`src/design/lcd_pkg.sv`:
```
// ----------------------------------------------------------------------------
// lcd_pkg
// Shared types, constants and character tables of the label character decoder.
// ----------------------------------------------------------------------------
package lcd_pkg;

  localparam int MAX_LABEL_LEN = 1024;
  localparam int CodeW   = 8;
  localparam int CntW    = 10;
  localparam int MaxLenW = 11;
  localparam int LimW    = $clog2(MAX_LABEL_LEN);
  localparam int CfgIdxW = 2;

  // Largest count that the length field holds.
  localparam logic [CntW-1:0] CountCap = '1;

  // Configuration register indexes
  localparam logic [CfgIdxW-1:0] CfgCodingMode = 2'd0;
  localparam logic [CfgIdxW-1:0] CfgMaxLen     = 2'd1;

  localparam logic CodingSix   = 1'b0;
  localparam logic CodingEight = 1'b1;

  // Six-bit special codes
  localparam logic [5:0] CodeLowShift = 6'h1B;
  localparam logic [5:0] CodeSymShift = 6'h1C;
  localparam logic [5:0] CodeBar      = 6'h1D;
  localparam logic [5:0] CodeUnder    = 6'h1E;
  localparam logic [5:0] CodeCaret    = 6'h1F;
  localparam logic [5:0] CodeLast     = 6'h2F;

  // Eight-bit special codes
  localparam logic [7:0] CodeEnd8 = 8'h00;

  localparam logic [7:0] ChBar   = 8'h7C;
  localparam logic [7:0] ChUnder = 8'h5F;
  localparam logic [7:0] ChCaret = 8'h5E;
  localparam logic [7:0] ChAt    = 8'h40;

  typedef enum logic [2:0] {
    SH_NONE = 3'b001,
    SH_SYM  = 3'b010,
    SH_LOW  = 3'b100
  } shift_t;

  typedef struct packed {
    logic            coding_mode;
    logic [LimW-1:0] limit;       // characters allowed before the label ends
  } cfg_t;

  typedef struct packed {
    logic            char_valid;
    logic [7:0]      char_out;
    logic            label_done;
    logic [CntW-1:0] label_length;
  } res_t;

  function automatic logic [7:0] base_char(input logic [5:0] c);
    logic [7:0] ch;
    case (c) inside
      6'd0:            ch = 8'h20;
      [6'd1:6'd26]:    ch = 8'h40 + {2'b00, c};
      [6'd32:6'd41]:   ch = 8'h10 + {2'b00, c};
      default:         ch = 8'h00;
    endcase
    return ch;
  endfunction

  function automatic logic [7:0] sym_char(input logic [5:0] c);
    logic [7:0] ch;
    case (c) inside
      6'd0:            ch = ChAt;
      [6'd1:6'd15]:    ch = 8'h20 + {2'b00, c};
      [6'd26:6'd31]:   ch = 8'h20 + {2'b00, c};
      [6'd43:6'd47]:   ch = 8'h30 + {2'b00, c};
      default:         ch = 8'h00;
    endcase
    return ch;
  endfunction

  function automatic logic [7:0] low_char(input logic [5:0] c);
    logic [7:0] ch;
    case (c) inside
      [6'd0:6'd26]:    ch = 8'h60 + {2'b00, c};
      default:         ch = 8'h00;
    endcase
    return ch;
  endfunction

  function automatic logic [7:0] map_char8(input logic [7:0] c);
    logic [7:0] ch;
    case (c) inside
      8'h1A:           ch = 8'h24;
      8'h1B:           ch = 8'h23;
      8'h1C:           ch = 8'h7E;
      8'h1D:           ch = ChBar;
      8'h1E:           ch = ChUnder;
      8'h1F:           ch = ChCaret;
      [8'h01:8'h06]:   ch = ChAt;
      default:         ch = c;
    endcase
    return ch;
  endfunction

endpackage

```
`src/design/lcd_in_if.sv`:
```
// ----------------------------------------------------------------------------
// lcd_in_if
// Code input channel: valid/ready handshake with one code per transfer.
// ----------------------------------------------------------------------------
interface lcd_in_if;
  logic                     valid;
  logic                     ready;
  logic [lcd_pkg::CodeW-1:0] code;
  logic                     end_of_data;

  modport source (output valid, output code, output end_of_data, input ready);
  modport sink   (input valid, input code, input end_of_data, output ready);
endinterface

```
`src/design/lcd_out_if.sv`:
```
// ----------------------------------------------------------------------------
// lcd_out_if
// Result channel: valid/ready handshake with one decoded result per transfer.
// ----------------------------------------------------------------------------
interface lcd_out_if;
  logic                     valid;
  logic                     ready;
  logic                     char_valid;
  logic [7:0]               char_out;
  logic                     label_done;
  logic [lcd_pkg::CntW-1:0] label_length;

  modport source (output valid, output char_valid, output char_out, output label_done,
                  output label_length, input ready);
  modport sink   (input valid, input char_valid, input char_out, input label_done,
                  input label_length, output ready);
endinterface

```
`src/design/lcd_cfg_if.sv`:
```
// ----------------------------------------------------------------------------
// lcd_cfg_if
// Configuration write channel: register index and write data.
// ----------------------------------------------------------------------------
interface lcd_cfg_if;
  logic                        valid;
  logic                        ready;
  logic [lcd_pkg::CfgIdxW-1:0] index;
  logic [lcd_pkg::MaxLenW-1:0] data;

  modport source (output valid, output index, output data, input ready);
  modport sink   (input valid, input index, input data, output ready);
endinterface

```
`src/design/lcd_cfg_regs.sv`:
```
// ----------------------------------------------------------------------------
// lcd_cfg_regs
// Configuration registers; the length limit is clamped when written.
// ----------------------------------------------------------------------------
module lcd_cfg_regs (
  input  logic           clk,
  input  logic           rst,
  lcd_cfg_if.sink        cfg,
  output lcd_pkg::cfg_t  cfg_q
);

  logic [lcd_pkg::LimW-1:0] limit_next;

  assign cfg.ready = 1'b1;

  always_comb begin
    if (32'(cfg.data) > lcd_pkg::MAX_LABEL_LEN) begin
      limit_next = lcd_pkg::LimW'(lcd_pkg::MAX_LABEL_LEN - 1);
    end else if (cfg.data == '0) begin
      limit_next = '0;
    end else begin
      limit_next = lcd_pkg::LimW'(cfg.data - 1'b1);
    end
  end

  always_ff @(posedge clk) begin
    if (rst) begin
      cfg_q.coding_mode <= lcd_pkg::CodingSix;
      cfg_q.limit       <= lcd_pkg::LimW'(lcd_pkg::MAX_LABEL_LEN - 1);
    end else if (cfg.valid && cfg.ready) begin
      case (cfg.index)
        lcd_pkg::CfgCodingMode: cfg_q.coding_mode <= cfg.data[0];
        lcd_pkg::CfgMaxLen:     cfg_q.limit       <= limit_next;
        default: ;
      endcase
    end
  end

endmodule

```
`src/design/lcd_decode.sv`:
```
// ----------------------------------------------------------------------------
// lcd_decode
// Per-code decode with the shift and character count state of one label.
// ----------------------------------------------------------------------------
module lcd_decode (
  input  logic                      clk,
  input  logic                      rst,
  input  logic                      accept,
  input  logic [lcd_pkg::CodeW-1:0] code,
  input  logic                      end_of_data,
  input  lcd_pkg::cfg_t             cfg_q,
  output lcd_pkg::res_t             res
);

  lcd_pkg::shift_t             shift_state, shift_next, shift_dec;
  logic [lcd_pkg::CntW-1:0]    char_count, char_count_next, count_inc;
  logic [5:0]                  c6;
  logic [7:0]                  base_ch;
  logic                        valid_dec, done_dec, at_limit;
  logic [7:0]                  ch_dec;

  assign c6        = code[5:0];
  assign base_ch   = lcd_pkg::base_char(c6);
  assign count_inc = char_count + 1'b1;
  assign at_limit  = (32'(count_inc) >= 32'(cfg_q.limit)) || (count_inc == lcd_pkg::CountCap);

  always_comb begin
    valid_dec = 1'b0;
    done_dec  = 1'b0;
    ch_dec    = 8'h00;
    shift_dec = shift_state;
    if (end_of_data) begin
      done_dec = 1'b1;
    end else if (cfg_q.coding_mode == lcd_pkg::CodingEight) begin
      shift_dec = lcd_pkg::SH_NONE;
      if (code == lcd_pkg::CodeEnd8) begin
        done_dec = 1'b1;
      end else begin
        ch_dec    = lcd_pkg::map_char8(code);
        valid_dec = 1'b1;
      end
    end else begin
      case (shift_state)
        lcd_pkg::SH_SYM: begin
          ch_dec    = lcd_pkg::sym_char(c6);
          valid_dec = 1'b1;
          shift_dec = lcd_pkg::SH_NONE;
        end
        lcd_pkg::SH_LOW: begin
          ch_dec    = lcd_pkg::low_char(c6);
          valid_dec = 1'b1;
          shift_dec = lcd_pkg::SH_NONE;
        end
        default: begin
          if (c6 > lcd_pkg::CodeLast) begin
            shift_dec = lcd_pkg::SH_NONE;
            done_dec  = 1'b1;
          end else if (base_ch != 8'h00) begin
            shift_dec = lcd_pkg::SH_NONE;
            ch_dec    = base_ch;
            valid_dec = 1'b1;
          end else if (c6 == lcd_pkg::CodeSymShift) begin
            shift_dec = lcd_pkg::SH_SYM;
          end else if (c6 == lcd_pkg::CodeLowShift) begin
            shift_dec = lcd_pkg::SH_LOW;
          end else begin
            // delimiters, and the '@' codes at the top of the table
            shift_dec = lcd_pkg::SH_NONE;
            valid_dec = 1'b1;
            case (c6)
              lcd_pkg::CodeBar:   ch_dec = lcd_pkg::ChBar;
              lcd_pkg::CodeUnder: ch_dec = lcd_pkg::ChUnder;
              lcd_pkg::CodeCaret: ch_dec = lcd_pkg::ChCaret;
              default:            ch_dec = lcd_pkg::ChAt;
            endcase
          end
        end
      endcase
    end
  end

  always_comb begin
    res.char_valid   = valid_dec;
    res.char_out     = ch_dec;
    res.label_done   = done_dec || (valid_dec && at_limit);
    res.label_length = valid_dec ? count_inc : char_count;
    if (res.label_done) begin
      shift_next      = lcd_pkg::SH_NONE;
      char_count_next = '0;
    end else begin
      shift_next      = shift_dec;
      char_count_next = res.label_length;
    end
  end

  always_ff @(posedge clk) begin
    if (rst) begin
      shift_state <= lcd_pkg::SH_NONE;
      char_count  <= '0;
    end else if (accept) begin
      shift_state <= shift_next;
      char_count  <= char_count_next;
    end
  end

`ifndef SYNTHESIS
  a_done_clears: assert property (@(posedge clk) disable iff (rst)
    accept && res.label_done |=> char_count == '0 && shift_state == lcd_pkg::SH_NONE)
    else $error("label end did not clear decoder state");

  a_count_tracks: assert property (@(posedge clk) disable iff (rst)
    accept && res.char_valid && !res.label_done |=> char_count == $past(res.label_length))
    else $error("character count does not follow reported length");

  a_no_char_zero: assert property (@(posedge clk) disable iff (rst)
    !res.char_valid |-> res.char_out == 8'h00)
    else $error("character byte set without a character");

  a_shift_silent: assert property (@(posedge clk) disable iff (rst)
    accept && shift_next != lcd_pkg::SH_NONE |-> !res.char_valid && !res.label_done)
    else $error("shift code emitted a character or ended the label");
`endif

endmodule

```
`src/design/label_char_decoder.sv`:
```
// ----------------------------------------------------------------------------
// label_char_decoder
// Decodes six-bit shifted or eight-bit label codes, one a cycle unless out stalls.
// ----------------------------------------------------------------------------
// Usage:
//   in  : one code (plus end_of_data) per transfer. Every transfer yields
//         exactly one result on out, also for shift codes (char_valid low).
//   out : char_valid/char_out carry the decoded byte, label_done marks the
//         last result of a label, label_length counts characters so far.
//   cfg : register 0 selects the coding (0 six-bit, 1 eight-bit), register 1
//         sets the label limit; write only while no results are pending.
// Timing:
//   The decode is combinational from the input transfer and lands in a
//   single output register, on out the cycle after the transfer. One code
//   per cycle unless out stalls, as each code updates shift and count state.
//   in.ready stays high while the output register is empty or being taken.
// Reset clears the output valid flag, the pending shift and the count; cfg
// returns to six-bit coding and a 1023 character label limit. When out
// stalls, the held result stays put and in.ready drops until it is taken.
// ----------------------------------------------------------------------------
module label_char_decoder (
  input  logic       clk,
  input  logic       rst,
  lcd_in_if.sink     in,
  lcd_out_if.source  out,
  lcd_cfg_if.sink    cfg
);

  lcd_pkg::cfg_t cfg_q;
  lcd_pkg::res_t res, res_q;
  logic          out_valid;
  logic          accept;

  assign in.ready = !out_valid || out.ready;
  assign accept   = in.valid && in.ready;

  lcd_cfg_regs u_cfg (
    .clk   (clk),
    .rst   (rst),
    .cfg   (cfg),
    .cfg_q (cfg_q)
  );

  lcd_decode u_dec (
    .clk         (clk),
    .rst         (rst),
    .accept      (accept),
    .code        (in.code),
    .end_of_data (in.end_of_data),
    .cfg_q       (cfg_q),
    .res         (res)
  );

  always_ff @(posedge clk) begin
    if (rst) begin
      out_valid <= 1'b0;
    end else if (in.ready) begin
      out_valid <= in.valid;
    end
  end

  always_ff @(posedge clk) begin
    if (accept) begin
      res_q <= res;
    end
  end

  assign out.valid        = out_valid;
  assign out.char_valid   = res_q.char_valid;
  assign out.char_out     = res_q.char_out;
  assign out.label_done   = res_q.label_done;
  assign out.label_length = res_q.label_length;

endmodule
```
`src/flat_wrapper.sv`:
```
// flat-port wrapper written by rule: the top's interface ports become plain ports
module label_char_decoder_flat 
  (clk, rst, in_valid, in_code, in_end_of_data, in_ready, out_valid, out_char_valid, out_char_out, out_label_done, out_label_length, out_ready, cfg_valid, cfg_index, cfg_data, cfg_ready);
  lcd_in_if in_i ();
  lcd_out_if out_i ();
  lcd_cfg_if cfg_i ();
  input  logic clk;
  input  logic rst;
  input wire logic [$bits(in_i.valid)-1:0] in_valid;
  input wire logic [$bits(in_i.code)-1:0] in_code;
  input wire logic [$bits(in_i.end_of_data)-1:0] in_end_of_data;
  output wire logic [$bits(in_i.ready)-1:0] in_ready;
  output wire logic [$bits(out_i.valid)-1:0] out_valid;
  output wire logic [$bits(out_i.char_valid)-1:0] out_char_valid;
  output wire logic [$bits(out_i.char_out)-1:0] out_char_out;
  output wire logic [$bits(out_i.label_done)-1:0] out_label_done;
  output wire logic [$bits(out_i.label_length)-1:0] out_label_length;
  input wire logic [$bits(out_i.ready)-1:0] out_ready;
  input wire logic [$bits(cfg_i.valid)-1:0] cfg_valid;
  input wire logic [$bits(cfg_i.index)-1:0] cfg_index;
  input wire logic [$bits(cfg_i.data)-1:0] cfg_data;
  output wire logic [$bits(cfg_i.ready)-1:0] cfg_ready;
  assign in_i.valid = in_valid;
  assign in_i.code = in_code;
  assign in_i.end_of_data = in_end_of_data;
  assign in_ready = in_i.ready;
  assign out_valid = out_i.valid;
  assign out_char_valid = out_i.char_valid;
  assign out_char_out = out_i.char_out;
  assign out_label_done = out_i.label_done;
  assign out_label_length = out_i.label_length;
  assign out_i.ready = out_ready;
  assign cfg_i.valid = cfg_valid;
  assign cfg_i.index = cfg_index;
  assign cfg_i.data = cfg_data;
  assign cfg_ready = cfg_i.ready;
  label_char_decoder u_core (.clk(clk), .rst(rst), .in(in_i), .out(out_i), .cfg(cfg_i));
endmodule
```
`config.mk`:
```
export PLATFORM = sky130hd
export DESIGN_NAME = label_char_decoder_flat
export DESIGN_NICKNAME = d
export VERILOG_FILES = /design/src/design/lcd_pkg.sv /design/src/design/lcd_in_if.sv /design/src/design/lcd_out_if.sv /design/src/design/lcd_cfg_if.sv /design/src/design/lcd_cfg_regs.sv /design/src/design/lcd_decode.sv /design/src/design/label_char_decoder.sv /design/src/flat_wrapper.sv
export SDC_FILE = /design/constraint.sdc
export NUM_CORES = 1
export LEC_CHECK = 0
export ABC_AREA = 1
export ABC_CLOCK_PERIOD_IN_PS = 3300
export BUFFER_PORTS_ARGS = -buffer_cell sky130_fd_sc_hd__buf_2
export CAP_MARGIN = 0
export CORE_ASPECT_RATIO = 1.5
export CORE_UTILIZATION = 58
export DETAILED_ROUTE_END_ITERATION = 8
export PLACE_DENSITY = 0.85
export REMOVE_ABC_BUFFERS = 1
export SYNTH_ARGS = -nofsm -noshare
export SYNTH_HDL_FRONTEND = slang
export SYNTH_SLANG_ARGS = --single-unit
```
`constraint.sdc`:
```
create_clock -name clk -period 3.3 [get_ports clk]
set_input_delay 0.165 -clock clk [delete_from_list [all_inputs] [get_ports clk]]
set_output_delay 0.165 -clock clk [all_outputs]
set_load 0.005 [all_outputs]
```
# Word level (Yosys, flattened, before mapping)
# Index checks and enable logic that the tools add are counted.
[totals] wordCells=117 regBits=45
[op_classes] addsub=7 muxes=48 n_reduce_logical=22 magnitude_cmp=15 n_eq_ne=16
[op_table] op="8-bit 2-to-1 mux" n=14
[op_table] op="7-bit 2-to-1 mux" n=7
[op_table] op="8-bit by 5-bit equality test with 1-bit output (second input constant)" n=6
[op_table] op="10-bit 2-to-1 mux" n=4
[op_table] op="6-bit by 5-bit equality test with 1-bit output (second input constant)" n=5
[op_table] op="3-bit 2-to-1 mux" n=8
[op_table] op="6-bit one-hot mux with 3 select lines" n=1
[op_table] op="7-bit by 6-bit adder with 8-bit output (first input constant)" n=2
[op_table] op="8-bit one-hot mux with 2 select lines" n=1
[op_table] op="6-bit by 6-bit adder with 7-bit output (first input constant)" n=2
[op_table] op="1-bit 2-to-1 mux" n=13
[op_table] op="6-bit by 1-bit greater-or-equal comparator with 1-bit output (second input constant)" n=2
[op_table] op="6-bit greater-or-equal comparator (second input constant)" n=2
[op_table] op="6-bit by 5-bit <= comparator with 1-bit output (second input constant)" n=2
[op_table] op="6-bit <= comparator (second input constant)" n=2
[op_table] op="11-bit > comparator (second input constant)" n=1
[op_table] op="11-bit zero test" n=1
[op_table] op="10-bit by 1-bit adder with 10-bit output (second input constant)" n=1
[op_table] op="10-bit equality test (second input constant)" n=1
[op_table] op="10-bit greater-or-equal comparator" n=1
[op_table] op="10-bit by 1-bit subtractor with 10-bit output (second input constant)" n=1
[op_table] op="1-bit logical AND" n=9
[op_table] op="8-bit by 1-bit greater-or-equal comparator with 1-bit output (second input constant)" n=1
[op_table] op="8-bit by 3-bit <= comparator with 1-bit output (second input constant)" n=1
[op_table] op="16 further kinds" n=20

# Longest topological paths before layout
[depth] ltp_word=15 mapped_depth=20

# Hierarchy
# A second synthesis with hierarchy kept.
[hier_totals] cells_unflattened=506 area_unflattened_um2=3656.0
[by_module_without_submodules] module="lcd_decode" area_per_inst_um2=2230.9 cells_per_inst=363 n_inst=1
[by_module_without_submodules] module="lcd_cfg_regs" area_per_inst_um2=777.0 cells_per_inst=117 n_inst=1
[by_module_without_submodules] module="label_char_decoder" area_per_inst_um2=648.1 cells_per_inst=26 n_inst=1

# Worst setup path before layout
# Ideal clock, no wire load.
[synth_path] path_kind="reg-to-reg" startpoint="register u_core.u_dec.char_count[0] (netlist bit)" endpoint="register u_core.u_dec.char_count[1] (netlist bit)" t_arrival_ns=2.448 setup_slack_ns=0.782 period_less_slack_ns=2.518 path_stages_with_launch=21 path_buffers=0 required_time_ns=3.230 path_cell_list="dfxtp_1 -> ha_1 -> nand3_1 -> inv_1 -> nand4_1 -> inv_1 -> or2_2 -> nand2_1 -> inv_1 -> ha_1 -> nand2_1 -> nor2_1 -> o211ai_1 -> o2111ai_1 -> nor2_1 -> nand2_1 -> nand2_2 -> nand2_4 -> nor2_8 -> nand2_1 -> a21oi_2"
[synth_lines] element="start, declared" line="lcd_decode.sv:16" source="logic [lcd_pkg::CntW-1:0] char_count, char_count_next, count_inc;"
[synth_lines] element="start signal, assigned" line="lcd_decode.sv:102" source="char_count <= char_count_next;"

==> flow_summary_export.csv <==
group,metric,value,unit
run_status,status,"finished, final reports clean",
yosys,synth-adder-area-share,0.06889,
floorplanning,fp.dieArea,6269,um^2
yosys,ys_types,40,
floorplanning,rows,34,
finish,nets,563,
worst_setup_path,cp-end-kind,"flip-flop",
sta,setup_viol,0,
worst_setup_path,rr_endpoint,"u_core.u_dec.char_count[1]",
clocking,cts_tree,"built",
floorplanning,chipHeight,96.47,um
route,via_count,3379,
finish,area_delta_synth_final,9.717,%
worst_setup_path,arrival,3.18,ns
sta,period_minus_slack,2.944,ns
power,p_sw_frac,0.3122,
yosys,syn-instance-count,475,
sta,rsz0062_at_grt,"no",
finish,drive_above_1_share,0.2046,
power,seq_power_share,0.505,
route,first_iter_violations,206,
route,firstDrtPassIters,5,
grt,grt_pass1_wl,14310,um
floorplanning,ios,50,
clocking,cts.sinks,45,
worst_setup_path,crit_fanout,10,
yosys,yosysWarnings,0,
route,routed_via_density,5.727,
worst_setup_path,reg2reg_from,"u_core.u_dec.char_count[0]",
grt,antenna_found_initial,0,
yosys,synth_xor_area_frac,0.03553,
worst_setup_path,r2r_slack,0.36,ns
floorplanning,die_x,64.98,um
yosys,yosys.area_share.simple,0.3499,
yosys,synth_seq_area_share,0.3191,
grt,grt_max_degree,23,
clocking,cts_setup_buffers,0,
worst_setup_path,worst_ep_required_time,3.54,ns
power,combPwrFrac,0.194,
route,detail-route-antenna-nets,0,
floorplanning,initial_core_util,0.5965,
power,p_switching,0.3807,mW
sta,fmax,339.6,MHz
route,drt-total-wl,8848,um
power,p_per_area,322.1,nW/um^2
sta,finalMaxSlewViolations,0,
finish,fin_util,0.6544,
sta,tns,0,ns
min_path,hp-start,"cfg_valid",
sta,fin_worst_skew,0.01661,ns
sta,slew_headroom,0.4335,
min_path,min_to,"u_core.u_cfg.cfg_q[10]",
yosys,synthMuxAreaShare,0,
power,p_int,0.8386,mW
floorplanning,core-area,5786,um^2
yosys,synth-seq-cells,45,
power,p_clk_frac,0.301,
clocking,numCtsBuffers,5,
placement,place.gp.congestion,1.026,
sta,fin_hold_ws,0.08433,ns
placement,placed_area,3692,um^2
worst_setup_path,critical_path_class,"reg -> reg",
finish,fin_area,3786,um^2
grt,track_usage,0.2982,
grt,overflow,0,
power,peakVddDrop,0.2772,mV
yosys,synth.cell_area,3451,um^2
run,max-cap-violations,0,
yosys,synth_compound_area_frac,0.1280,
power,leakage,1.862,nW
min_path,hold-path-cell-count,2,
grt,first_global_vias,3354,
clocking,clk_path_buf_depth,2,
placement,hpwl,6921,um
route,wl_per_cell,15.00,um
sta,fin_crit_sh,0.8923,
yosys,synth_top_family_by_area,"simple AND/OR/NAND/NOR gates",
finish,antenna_cells,0,
clocking,postCtsHoldBufs,0,
worst_setup_path,r2r_cells,20,
clocking,cts_resized,0,
clocking,cts-htree-levels,2,
clocking,clockRootBuffer,"clkbuf_8",
sta,hold_violations,0,
sta,worst_slew_pin_slew,0.8489,ns
clocking,clk_latency,0.31,ns
worst_setup_path,worstSetupStartpointType,"flip-flop",
min_path,hold_class,"in -> reg",
yosys,syn_area_per_cell,7.265,um^2
placement,port_buffers,48,
clocking,path_clk_slew,0.08,ns
route,drc,0,
==> power groups by stage <==
stage	sequential, mW	clock (mW)	combinational, mW
detailed placement	0.629	0	0.234
global placement	0.628	0	0.230
finish	0.615	0.367	0.236
global route	0.618	0.382	0.263
floorplan	0.629	0	0.143
CTS	0.616	0.365	0.235
==> routing by layer <==
layer / part of all wire / global-route usage / vias up
li1: - / - / 1650
met1: 0.36 / 0.2690 / 1555
met2: 0.54 / 0.5929 / 126
met3: 0.034 / 0.03169 / 48
met4: 0.066 / 0.2259 / 0
met5: 0 / 0 / -
==> cells in the final DEF (no fill, tap or decap), types with 2 or more instances in the layout <==
| cell | Yosys | routed |
|---|---|---|
| nand2_1 | 120 | 120 |
| inv_1 | 62 | 62 |
| buf_2 | 2 | 48 |
| nand3_1 | 36 | 36 |
| nor2_1 | 31 | 31 |
| a21oi_1 | 26 | 26 |
| dfxtp_1 | 25 | 25 |
| nand2_2 | 23 | 23 |
| edfxtp_1 | 20 | 20 |
| ha_1 | 19 | 19 |
| o21ai_0 | 15 | 15 |
| nand4_1 | 11 | 11 |
| xor2_1 | 10 | 10 |
| nor3_1 | 8 | 8 |
| a21oi_2 | 8 | 8 |
| nor2_4 | 6 | 6 |
| o211ai_1 | 6 | 6 |
| o221ai_1 | 5 | 5 |
| clkbuf_8 | 0 | 5 |
| xnor2_1 | 4 | 4 |
| nand3_2 | 4 | 4 |
| nor4_1 | 3 | 3 |
| or2_2 | 2 | 2 |
| nand2_4 | 2 | 2 |
| o22ai_1 | 2 | 2 |
==> cells in the mapped netlist <==
master	number	area, um^2
a21o_1	1	7.510
a21oi_1	26	130.1
a21oi_2	8	70.07
a221oi_4	1	26.28
a311oi_1	1	8.760
a31oi_1	1	6.260
buf_2	2	10.01
buf_4	1	7.510
buf_6	5	56.30
clkbuf_1	6	22.52
clkinv_1	1	3.750
conb_1	1	3.750
dfxtp_1	25	500.5
edfxtp_1	20	600.6
ha_1	19	237.7
inv_1	62	232.7
inv_2	1	3.750
nand2_1	120	450.4
nand2_2	23	143.9
nand2_4	2	22.52
nand3_1	36	180.2
nand3_2	4	40.04
nand3b_1	1	7.510
nand4_1	11	68.82
nand4_2	1	12.51
nor2_1	31	116.4
nor2_4	6	67.56
nor2_8	1	20.02
nor3_1	8	40.04
nor4_1	3	18.77
o2111ai_1	1	8.760
o211ai_1	6	45.04
o21ai_0	15	75.07
o221ai_1	5	43.79
o22ai_1	2	12.51
o31ai_1	1	7.510
or2_2	2	12.51
or3_1	1	6.260
xnor2_1	4	35.03
xor2_1	10	87.58
==> registers in the layout, indices dropped and copies added, names as in the netlist <==
signal                    count
u_core.u_cfg.cfg_q           11
u_core.out.label_length      10
u_core.u_dec.char_count      10
u_core.out.char_out           8
u_core.u_dec.shift_state      3
u_core.out.char_valid         1
u_core.out.label_done         1
u_core.out.valid              1
==> worst max-delay path, stage by stage, from the launching register on <==
cell and delay, ns:
dfxtp_1 0.38, ha_1 0.25, nand3_1 0.13, inv_1 0.08, nand4_1 0.07, inv_1 0.05
or2_2 0.27, nand2_1 0.08, inv_1 0.07, ha_1 0.29, nand2_1 0.11, nor2_1 0.08
o211ai_1 0.12, o2111ai_1 0.14, nor2_1 0.11, nand2_1 0.08, nand2_2 0.11, nand2_4 0.09
nor2_8 0.17, nand2_1 0.10, a21oi_2 0.11
==> area by class of cell <==
class / instances / area (um^2)
Inverter: 64 / 240.2
Multi-Input combinational cell: 352 / 2013
Timing Repair Buffer: 49 / 247.7
Sequential cell: 45 / 1101
Clock buffer: 5 / 68.82
Clock inverter: 3 / 25.02
Tap cell: 72 / 90.09
Fill cell: 530 / 1999
==> metrics by stage <==
stage	std cells	setup WS, ns	total power [mW]
4_1_cts	590	0.4014	1.216
2_1_floorplan	461	0.7714	0.7720
6_report	590	0.3555	1.219
3_5_place_dp	582	0.4297	0.8623
5_1_grt	590	0.1255	1.263
3_3_place_gp	582	0.4480	0.8575
==> cells by family (layout without fill, tap and decap cells) <==
family                     Yosys count  count (layout)
adders and majority gates           19              19
AOI/OAI and AO/OA                   68              68
other                                1               1
xor gates and xnor gates            14              14
and+or+nand+nor                    250             250
DFF                                 45              45
buffers and inverters               78             121
==> worst max-delay path by stage <==
| stage | start | endpoint | slack, ns | cells past startpoint |
|---|---|---|---|---|
| 6_report | u_core.u_dec.char_count[0] | u_core.u_dec.char_count[1] | 0.36 | 20 |
| 5_1_grt | u_core.u_dec.char_count[0] | u_core.u_dec.char_count[0] | 0.13 | 20 |
| 4_1_cts | u_core.u_dec.char_count[0] | u_core.u_dec.char_count[2] | 0.40 | 20 |
| 3_5_place_dp | u_core.u_dec.char_count[0] | u_core.u_dec.char_count[2] | 0.43 | 20 |
| 3_3_place_gp | u_core.u_dec.char_count[0] | u_core.u_dec.char_count[5] | 0.45 | 20 |
| 2_1_floorplan | u_core.u_dec.char_count[0] | u_core.u_dec.char_count[1] | 0.77 | 20 |
Power figures use the tool's default switching activity.
